[config.mk]
export PLATFORM = sky130hd
export DESIGN_NAME = ordered_table_insert_remove_search_core
export DESIGN_NICKNAME = d
export VERILOG_FILES = /design/src/ordtbl_pkg.sv /design/src/ordtbl_cell.sv /design/src/ordered_table_insert_remove_search_core.sv
export SDC_FILE = /design/constraint.sdc
export NUM_CORES = 2
export LEC_CHECK = 0
export BUFFER_PORTS_ARGS = -buffer_cell sky130_fd_sc_hd__buf_2
export CAP_MARGIN = 20
export CORE_UTILIZATION = 50
export CTS_CLUSTER_SIZE = 28
export DETAILED_ROUTE_END_ITERATION = 10
export PLACE_DENSITY = 0.66
export SKIP_LAST_GASP = 1
export SLEW_MARGIN = 25
export SYNTH_ARGS = -nofsm -noshare
export SYNTH_HDL_FRONTEND = slang
export SYNTH_HIERARCHICAL = 1
export SYNTH_SLANG_ARGS = --single-unit
[constraint.sdc]
create_clock -name clk -period 15.6 [get_ports clk]
set_clock_uncertainty 0.15 [all_clocks]
set_input_delay 0 -clock clk [delete_from_list [all_inputs] [get_ports clk]]
set_output_delay 0 -clock clk [all_outputs]
set_load 0.01 [all_outputs]
[src/ordtbl_pkg.sv]
package ordtbl_pkg;

	// Operation codes carried on the operation port
	typedef enum logic [1:0] {
		OP_SEARCH = 2'd0,
		OP_REMOVE = 2'd1,
		OP_INSERT = 2'd2,
		OP_UNUSED = 2'd3
	} op_t;

	// Result status codes
	typedef enum logic [1:0] {
		ST_OK        = 2'd0,
		ST_NOT_FOUND = 2'd1,
		ST_FULL      = 2'd2,
		ST_BAD_POS   = 2'd3
	} status_t;

	localparam int VALUE_W = 32;
	localparam int POS_W   = 5;
	localparam int INDEX_W = 5;
	localparam int COUNT_W = 5;

	// Index reported when there is no match or the operation is refused
	localparam logic [INDEX_W-1:0] NO_INDEX = '1;

	// Control word broadcast to every cell in the row
	typedef struct packed {
		logic                 cmp;    // latch equality hit for the current value
		logic                 walk;   // move hit flags one cell toward cell 0
		logic                 ins;    // open a slot and write value
		logic                 rem;    // close the gap over a removed entry
		logic [VALUE_W-1:0]   value;
	} cell_ctl_t;

endpackage

[src/ordtbl_cell.sv]
module ordtbl_cell #(
	parameter int IDX   = 0,
	parameter int CNT_W = 5,
	parameter int POS_W = 5
) (
	input  logic                          clk,
	input  logic                          arst_n,
	input  ordtbl_pkg::cell_ctl_t         ctl,
	input  logic [CNT_W-1:0]              count,
	input  logic [CNT_W-1:0]              rem_index,
	input  logic [POS_W-1:0]              ins_pos,
	input  logic [ordtbl_pkg::VALUE_W-1:0] lower_entry,
	input  logic [ordtbl_pkg::VALUE_W-1:0] upper_entry,
	input  logic                          upper_hit,
	output logic [ordtbl_pkg::VALUE_W-1:0] entry,
	output logic                          hit
);

	logic [ordtbl_pkg::VALUE_W-1:0] entry_q;
	logic                           hit_q;
	logic                           in_use;
	logic                           above_pos;
	logic                           at_pos;
	logic                           above_rem;

	// Position of this cell relative to the count and the operation indexes
	assign in_use    = CNT_W'(IDX) < count;
	assign above_pos = POS_W'(IDX) > ins_pos;
	assign at_pos    = POS_W'(IDX) == ins_pos;
	assign above_rem = CNT_W'(IDX) >= rem_index;

	// Match flag: loaded by the compare, then handed down the row
	always_ff @(posedge clk or negedge arst_n) begin
		if (!arst_n) begin
			hit_q <= 1'b0;
		end else if (ctl.cmp) begin
			hit_q <= in_use && (entry_q == ctl.value);
		end else if (ctl.walk) begin
			hit_q <= upper_hit;
		end
	end

	// Stored entry: shifts up on insert, down on remove
	always_ff @(posedge clk) begin
		if (ctl.ins) begin
			if (above_pos) begin
				entry_q <= lower_entry;
			end else if (at_pos) begin
				entry_q <= ctl.value;
			end
		end else if (ctl.rem && above_rem) begin
			entry_q <= upper_entry;
		end
	end

	assign entry = entry_q;
	assign hit   = hit_q;

endmodule

[src/ordered_table_insert_remove_search_core.sv]
// Channel   Ports                                      Handshake
// -------   ----------------------------------------   -----------------------------
// command   operation, value, insert_position          start high while busy low
// result    status, found_index, entry_count           done high for one cycle
//
// Insert and unused codes: the command passes through the compare state, then the
// result strobe is raised as the sequencer returns to idle. Search and remove: every
// cell compares at once, then the match flags move one cell per cycle toward cell 0,
// and the walk ends at the match index (or at the fill count when nothing matches).
// The next command may be taken in the cycle that shows the strobe. Reset empties
// the table at once; the receiver cannot stall results.
module ordered_table_insert_remove_search_core #(
	parameter int TABLE_DEPTH = 16
) (
	input  logic        clk,
	input  logic        arst_n,
	input  logic        start,
	output logic        busy,
	input  logic [1:0]  operation,
	input  logic [31:0] value,
	input  logic [4:0]  insert_position,
	output logic        done,
	output logic [1:0]  status,
	output logic [4:0]  found_index,
	output logic [4:0]  entry_count
);

	localparam int CNT_W = $clog2(TABLE_DEPTH + 1);
	localparam int CMP_W = (CNT_W > ordtbl_pkg::POS_W) ? CNT_W : ordtbl_pkg::POS_W;

	typedef enum logic [2:0] {
		S_IDLE = 3'b001,
		S_CMP  = 3'b010,
		S_WALK = 3'b100
	} state_t;

	state_t                          state_q;
	ordtbl_pkg::op_t                 op_q;
	logic [ordtbl_pkg::VALUE_W-1:0]  value_q;
	logic [ordtbl_pkg::POS_W-1:0]    pos_q;
	logic [CNT_W-1:0]                count_q;
	logic [CNT_W-1:0]                step_q;
	logic                            done_q;
	ordtbl_pkg::status_t             status_q;
	logic [ordtbl_pkg::INDEX_W-1:0]  index_q;

	ordtbl_pkg::cell_ctl_t           ctl;
	logic [ordtbl_pkg::VALUE_W-1:0]  entries [TABLE_DEPTH];
	logic [TABLE_DEPTH-1:0]          hits;
	logic [CMP_W-1:0]                pos_ext;
	logic                            accept;
	logic                            table_full;
	logic                            pos_bad;
	logic                            is_lookup;
	logic                            walk_end;

	assign accept     = start && (state_q == S_IDLE);
	assign table_full = count_q >= CNT_W'(TABLE_DEPTH);
	assign pos_ext    = CMP_W'(pos_q);
	assign pos_bad    = pos_ext > CMP_W'(count_q);
	assign is_lookup  = (op_q == ordtbl_pkg::OP_SEARCH) || (op_q == ordtbl_pkg::OP_REMOVE);
	assign walk_end   = (step_q == count_q) || hits[0];

	// Control word for the row of cells
	always_comb begin
		ctl       = '0;
		ctl.value = value_q;
		ctl.cmp   = (state_q == S_CMP) && is_lookup;
		ctl.ins   = (state_q == S_CMP) && (op_q == ordtbl_pkg::OP_INSERT)
		            && !table_full && !pos_bad;
		ctl.walk  = (state_q == S_WALK) && !walk_end;
		ctl.rem   = (state_q == S_WALK) && (step_q != count_q) && hits[0]
		            && (op_q == ordtbl_pkg::OP_REMOVE);
	end

	// Row of cells; each hands its entry and match flag to its neighbors
	for (genvar i = 0; i < TABLE_DEPTH; i++) begin : g_cell
		logic [ordtbl_pkg::VALUE_W-1:0] lower_e;
		logic [ordtbl_pkg::VALUE_W-1:0] upper_e;
		logic                           upper_h;

		if (i == 0) begin : g_bottom
			assign lower_e = value_q;
		end else begin : g_mid_lo
			assign lower_e = entries[i-1];
		end

		if (i == TABLE_DEPTH - 1) begin : g_top
			assign upper_e = entries[i];
			assign upper_h = 1'b0;
		end else begin : g_mid_hi
			assign upper_e = entries[i+1];
			assign upper_h = hits[i+1];
		end

		ordtbl_cell #(
			.IDX   (i),
			.CNT_W (CNT_W),
			.POS_W (CMP_W)
		) u_cell (
			.clk         (clk),
			.arst_n      (arst_n),
			.ctl         (ctl),
			.count       (count_q),
			.rem_index   (step_q),
			.ins_pos     (pos_ext),
			.lower_entry (lower_e),
			.upper_entry (upper_e),
			.upper_hit   (upper_h),
			.entry       (entries[i]),
			.hit         (hits[i])
		);
	end

	// Command word capture
	always_ff @(posedge clk) begin
		if (accept) begin
			op_q    <= ordtbl_pkg::op_t'(operation);
			value_q <= value;
			pos_q   <= insert_position;
		end
	end

	// Sequencer, fill count and result word
	always_ff @(posedge clk or negedge arst_n) begin
		if (!arst_n) begin
			state_q  <= S_IDLE;
			count_q  <= '0;
			step_q   <= '0;
			done_q   <= 1'b0;
			status_q <= ordtbl_pkg::ST_OK;
			index_q  <= ordtbl_pkg::NO_INDEX;
		end else begin
			done_q <= 1'b0;
			unique case (state_q)
				S_IDLE: begin
					if (accept) begin
						state_q <= S_CMP;
					end
				end
				S_CMP: begin
					step_q <= '0;
					if (is_lookup) begin
						state_q <= S_WALK;
					end else begin
						state_q <= S_IDLE;
						done_q  <= 1'b1;
						index_q <= ordtbl_pkg::NO_INDEX;
						if (op_q != ordtbl_pkg::OP_INSERT) begin
							status_q <= ordtbl_pkg::ST_BAD_POS;
						end else if (table_full) begin
							status_q <= ordtbl_pkg::ST_FULL;
						end else if (pos_bad) begin
							status_q <= ordtbl_pkg::ST_BAD_POS;
						end else begin
							status_q <= ordtbl_pkg::ST_OK;
							index_q  <= ordtbl_pkg::INDEX_W'(pos_q);
							count_q  <= count_q + 1'b1;
						end
					end
				end
				S_WALK: begin
					if (step_q == count_q) begin
						state_q  <= S_IDLE;
						done_q   <= 1'b1;
						status_q <= ordtbl_pkg::ST_NOT_FOUND;
						index_q  <= ordtbl_pkg::NO_INDEX;
					end else if (hits[0]) begin
						state_q  <= S_IDLE;
						done_q   <= 1'b1;
						status_q <= ordtbl_pkg::ST_OK;
						index_q  <= ordtbl_pkg::INDEX_W'(step_q);
						if (op_q == ordtbl_pkg::OP_REMOVE) begin
							count_q <= count_q - 1'b1;
						end
					end else begin
						step_q <= step_q + 1'b1;
					end
				end
				default: begin
					state_q <= S_IDLE;
				end
			endcase
		end
	end

	assign busy        = (state_q != S_IDLE);
	assign done        = done_q;
	assign status      = status_q;
	assign found_index = index_q;
	assign entry_count = ordtbl_pkg::COUNT_W'(count_q);

endmodule

==> results.cfg <==
[worst_setup_path]
arrival_ps = 5370
slowest_delay_ps = 870
path_class = flip-flop to flip-flop
r2r_cells = 10
cp_cell_sequence = buf_4, ha_1, a21oi_1, nand2_1, o21ai_2, and2_4, buf_4, buf_4, nor2_1, a21oi_1
critPathLaunchType = flip-flop
path_max_fanout = 100
regToRegStartpoint = pos_ext[4]$_DFFE_PP_
crit_buf_inv = 3
cp-end-kind = flip-flop
crit_required_ps = 15900
r2r_setup_slack_ps = 10530
r2r-end = g_cell[6].u_cell/entry[20]$_DFFE_PP_
cpMaxStageDelayCell = buf_4
crit_path_frequent_cell = buf_4
crit_family = buffers and inverters

[pwr]
p_sw_uw = 1300
p_seq_frac = 0.425
clockPowerShare = 0.359
p_leak_uw = 0.0138
intPower_uw = 2960
peakVddDrop_mv = 0.0873
power_uw = 4260
swShare = 0.305
combPwrFrac = 0.216
power_density_nw_per_um2 = 108

[logic_synthesis]
netlist.area_leader.share = 0.463
avgSynthCellArea_um2 = 11.2
synth_cell_types = 90
synth_edf_count = 551
syn-instance-count = 3199
async_reset_ff_frac = 0.0629
yosysWarnings = 6
synth_area_leaders = edfxtp_1, mux2i_1, xnor2_1, a21oi_1, nor2_1
synthesis.area_um2 = 35700
syn_nets = 3251
ys_seq_area_frac = 0.489
yosysTopAreaCell = edfxtp_1
synth_seq_cells = 588
synthFlopType = edfxtp_1

[routing]
wl_met3_mm = 8.35
ant_nets = 0
vias_per_cell = 6.23
drt_iter0_markers = 2714
wl_met2_mm = 55.0
firstDrtPassIters = 5
wl_met1_mm = 44.9
vias = 26900
topRoutingLayerUsed = met5
wirelength_mm = 115
wl_per_cell_um = 26.8
drc = 0

[placement]
dp_slack_ps = 10600
port_buffers = 55
dp_hpwl_mm = 76.3
place.gp.congestion = 0.912

[global_route]
grt_use_total = 0.311
antenna_found_initial = 2
grt_pass1_wl_mm = 171
grt_max_degree = 260
grt_pass1_vias = 26600
grt_remaining_overflow = 0

[finish]
postLayoutCoreUtil = 0.563
drive_above_1_share = 0.0940
area_growth_pct = 10.9
num-nets-final = 3374
num-fill-cells = 6100
num_antenna_cells = 0

[floorplan]
start_util = 0.508
num_rows = 97
fp.coreArea_um2 = 70400
dieWidth_um = 269
die_height_um = 269
dieArea_um2 = 72500
num_io_pins = 56

[timing]
setup_tns_ps = 0
worst_slack_ps = 10530
finalSetupViolCount = 0
grt_setup_unrepaired = no
finalHoldViolCount = 0
tightest_slew_ps = 1050
fmax_mhz = 197
max_slew_margin = 0.303
period_minus_slack_ps = 5070
maxSlewViolCount = 0
finalCritPeriodShare = 0.325

[cts]
root_buffer = clkbuf_16
clk_pin_slew_ps = 70
cts_buffer_depth = 3
h-tree-depth = 3
cts_buffers = 68
cts_resized = 0
clock_sinks = 588
clock_latency_ps = 630
cts_tree = done

[worst_hold_path]
whs_path_depth = 2
min-delay-start = insert_position[4]
hold_path.class = primary input to flip-flop
hold_end = pos_ext[4]$_DFFE_PP_

[run]
drv_cap = 0

[status]
outcome = finished, final reports clean
## registers in the layout (all words and copies together), names as in the netlist, 3 cells and up
register,count
g_cell.u_cell/hit,16
g_cell.lower_e,32
g_cell.u_cell/entry,512
found_index,5
step_q,5
entry_count,5
state_q,3
pos_ext,5
## Yosys cell counts (12+ instances only)
cell type	instances
edfxtp_1	551
nor2_1	518
mux2i_1	503
a21oi_1	491
xnor2_1	333
xor2_1	182
clkbuf_1	86
nand4_1	81
nor4_1	55
dfrtp_1	31
nand3_1	30
mux2_2	28
nand2_1	25
buf_6	19
inv_1	19
nor3_1	18
buf_8	15
buf_1	14
o21ai_0	14
buf_12	12
## placed cells by master, fill, tap and decap left out, types with 70 or more instances in the layout
cell type | netlist | final
edfxtp_1 | 551 | 551
nor2_1 | 518 | 517
mux2i_1 | 503 | 502
a21oi_1 | 491 | 491
xnor2_1 | 333 | 333
xor2_1 | 182 | 182
nand4_1 | 81 | 81
dlygate4sd3_1 | 0 | 79
buf_4 | 1 | 71
clkbuf_16 | 0 | 70
## stage by stage
| step | hold slack [ps] | instance area [um2] | std cells |
|---|---|---|---|
| 6_report | 76.5 | 39600 | 4313 |
| 5_1_grt | 62.4 | 39600 | 4313 |
| 4_1_cts | 46.9 | 39600 | 4312 |
| 3_5_place_dp | 21.4 | 36800 | 4112 |
| 3_3_place_gp | -2.16 | 36700 | 4110 |
| 2_1_floorplan | -446 | 35700 | 3199 |
## worst reg2reg max path: stages (launching register included)
cell and delay [ps]:
edfxtp_1 330, buf_4 470, ha_1 400, a21oi_1 190
nand2_1 90, o21ai_2 330, and2_4 730, buf_4 910
buf_4 870, nor2_1 230, a21oi_1 180
## timing repair
item,4_1_cts,5_1_grt
hold endpoints to repair,78,0
buffers inserted,0,0
hold buffers,79,0
## routing by layer
| layer | vias up | GRT usage |
|---|---|---|
| met4 | 4 | 0.170 |
| met1 | 13200 | 0.398 |
| met5 | - | 0 |
| li1 | 12000 | - |
| met3 | 350 | 0.0435 |
| met2 | 1333 | 0.511 |
## power groups by stage
stage / Clock [uW] / Combinational, uW / Sequential, uW
2_1_floorplan: 0 / 548 / 1940
3_5_place_dp: 0 / 887 / 1840
6_report: 1530 / 921 / 1810
4_1_cts: 1540 / 905 / 1810
3_3_place_gp: 0 / 876 / 1840
5_1_grt: 1600 / 971 / 1820
## logic make-up after synthesis
| group | share of synthesized area |
|---|---|
| mux | 0.153 |
| xor+xnor | 0.127 |
| fa+ha+maj | 0.00371 |
| other cells | 0.000105 |
| buf+inv | 0.0333 |
| flops | 0.489 |
| compound gates | 0.0928 |
| simple gates | 0.101 |
## worst max-delay path by stage
| stage | startpoint | endpoint | slack, ps | depth (start not counted) |
|---|---|---|---|---|
| floorplan | pos_ext[4]$_DFFE_PP_ | g_cell[2].u_cell/entry[0]$_DFFE_PP_ | 8660 | 8 |
| global route | entry_count[2]$_DFFE_PN0P_ | g_cell[5].u_cell/entry[11]$_DFFE_PP_ | 10140 | 10 |
| CTS | pos_ext[4]$_DFFE_PP_ | g_cell[5].u_cell/entry[11]$_DFFE_PP_ | 10570 | 10 |
| global placement | pos_ext[4]$_DFFE_PP_ | g_cell[6].u_cell/entry[13]$_DFFE_PP_ | 10620 | 8 |
| detailed placement | entry_count[2]$_DFFE_PN0P_ | g_cell[6].u_cell/entry[31]$_DFFE_PP_ | 10600 | 8 |
| finish | pos_ext[4]$_DFFE_PP_ | g_cell[6].u_cell/entry[20]$_DFFE_PP_ | 10530 | 10 |
## cell type report
cell class,count,area [um2],area share
Sequential cell,588,17500,0.441
Clock inverter,23,159,0.00401
Multi-Input combinational cell,2433,17100,0.433
Inverter,21,78.8,0.00199
Timing Repair Buffer,210,1710,0.0432
Clock buffer,98,1890,0.0476
Tap cell,940,1180,0.0297
Power figures use the tool's default switching activity.
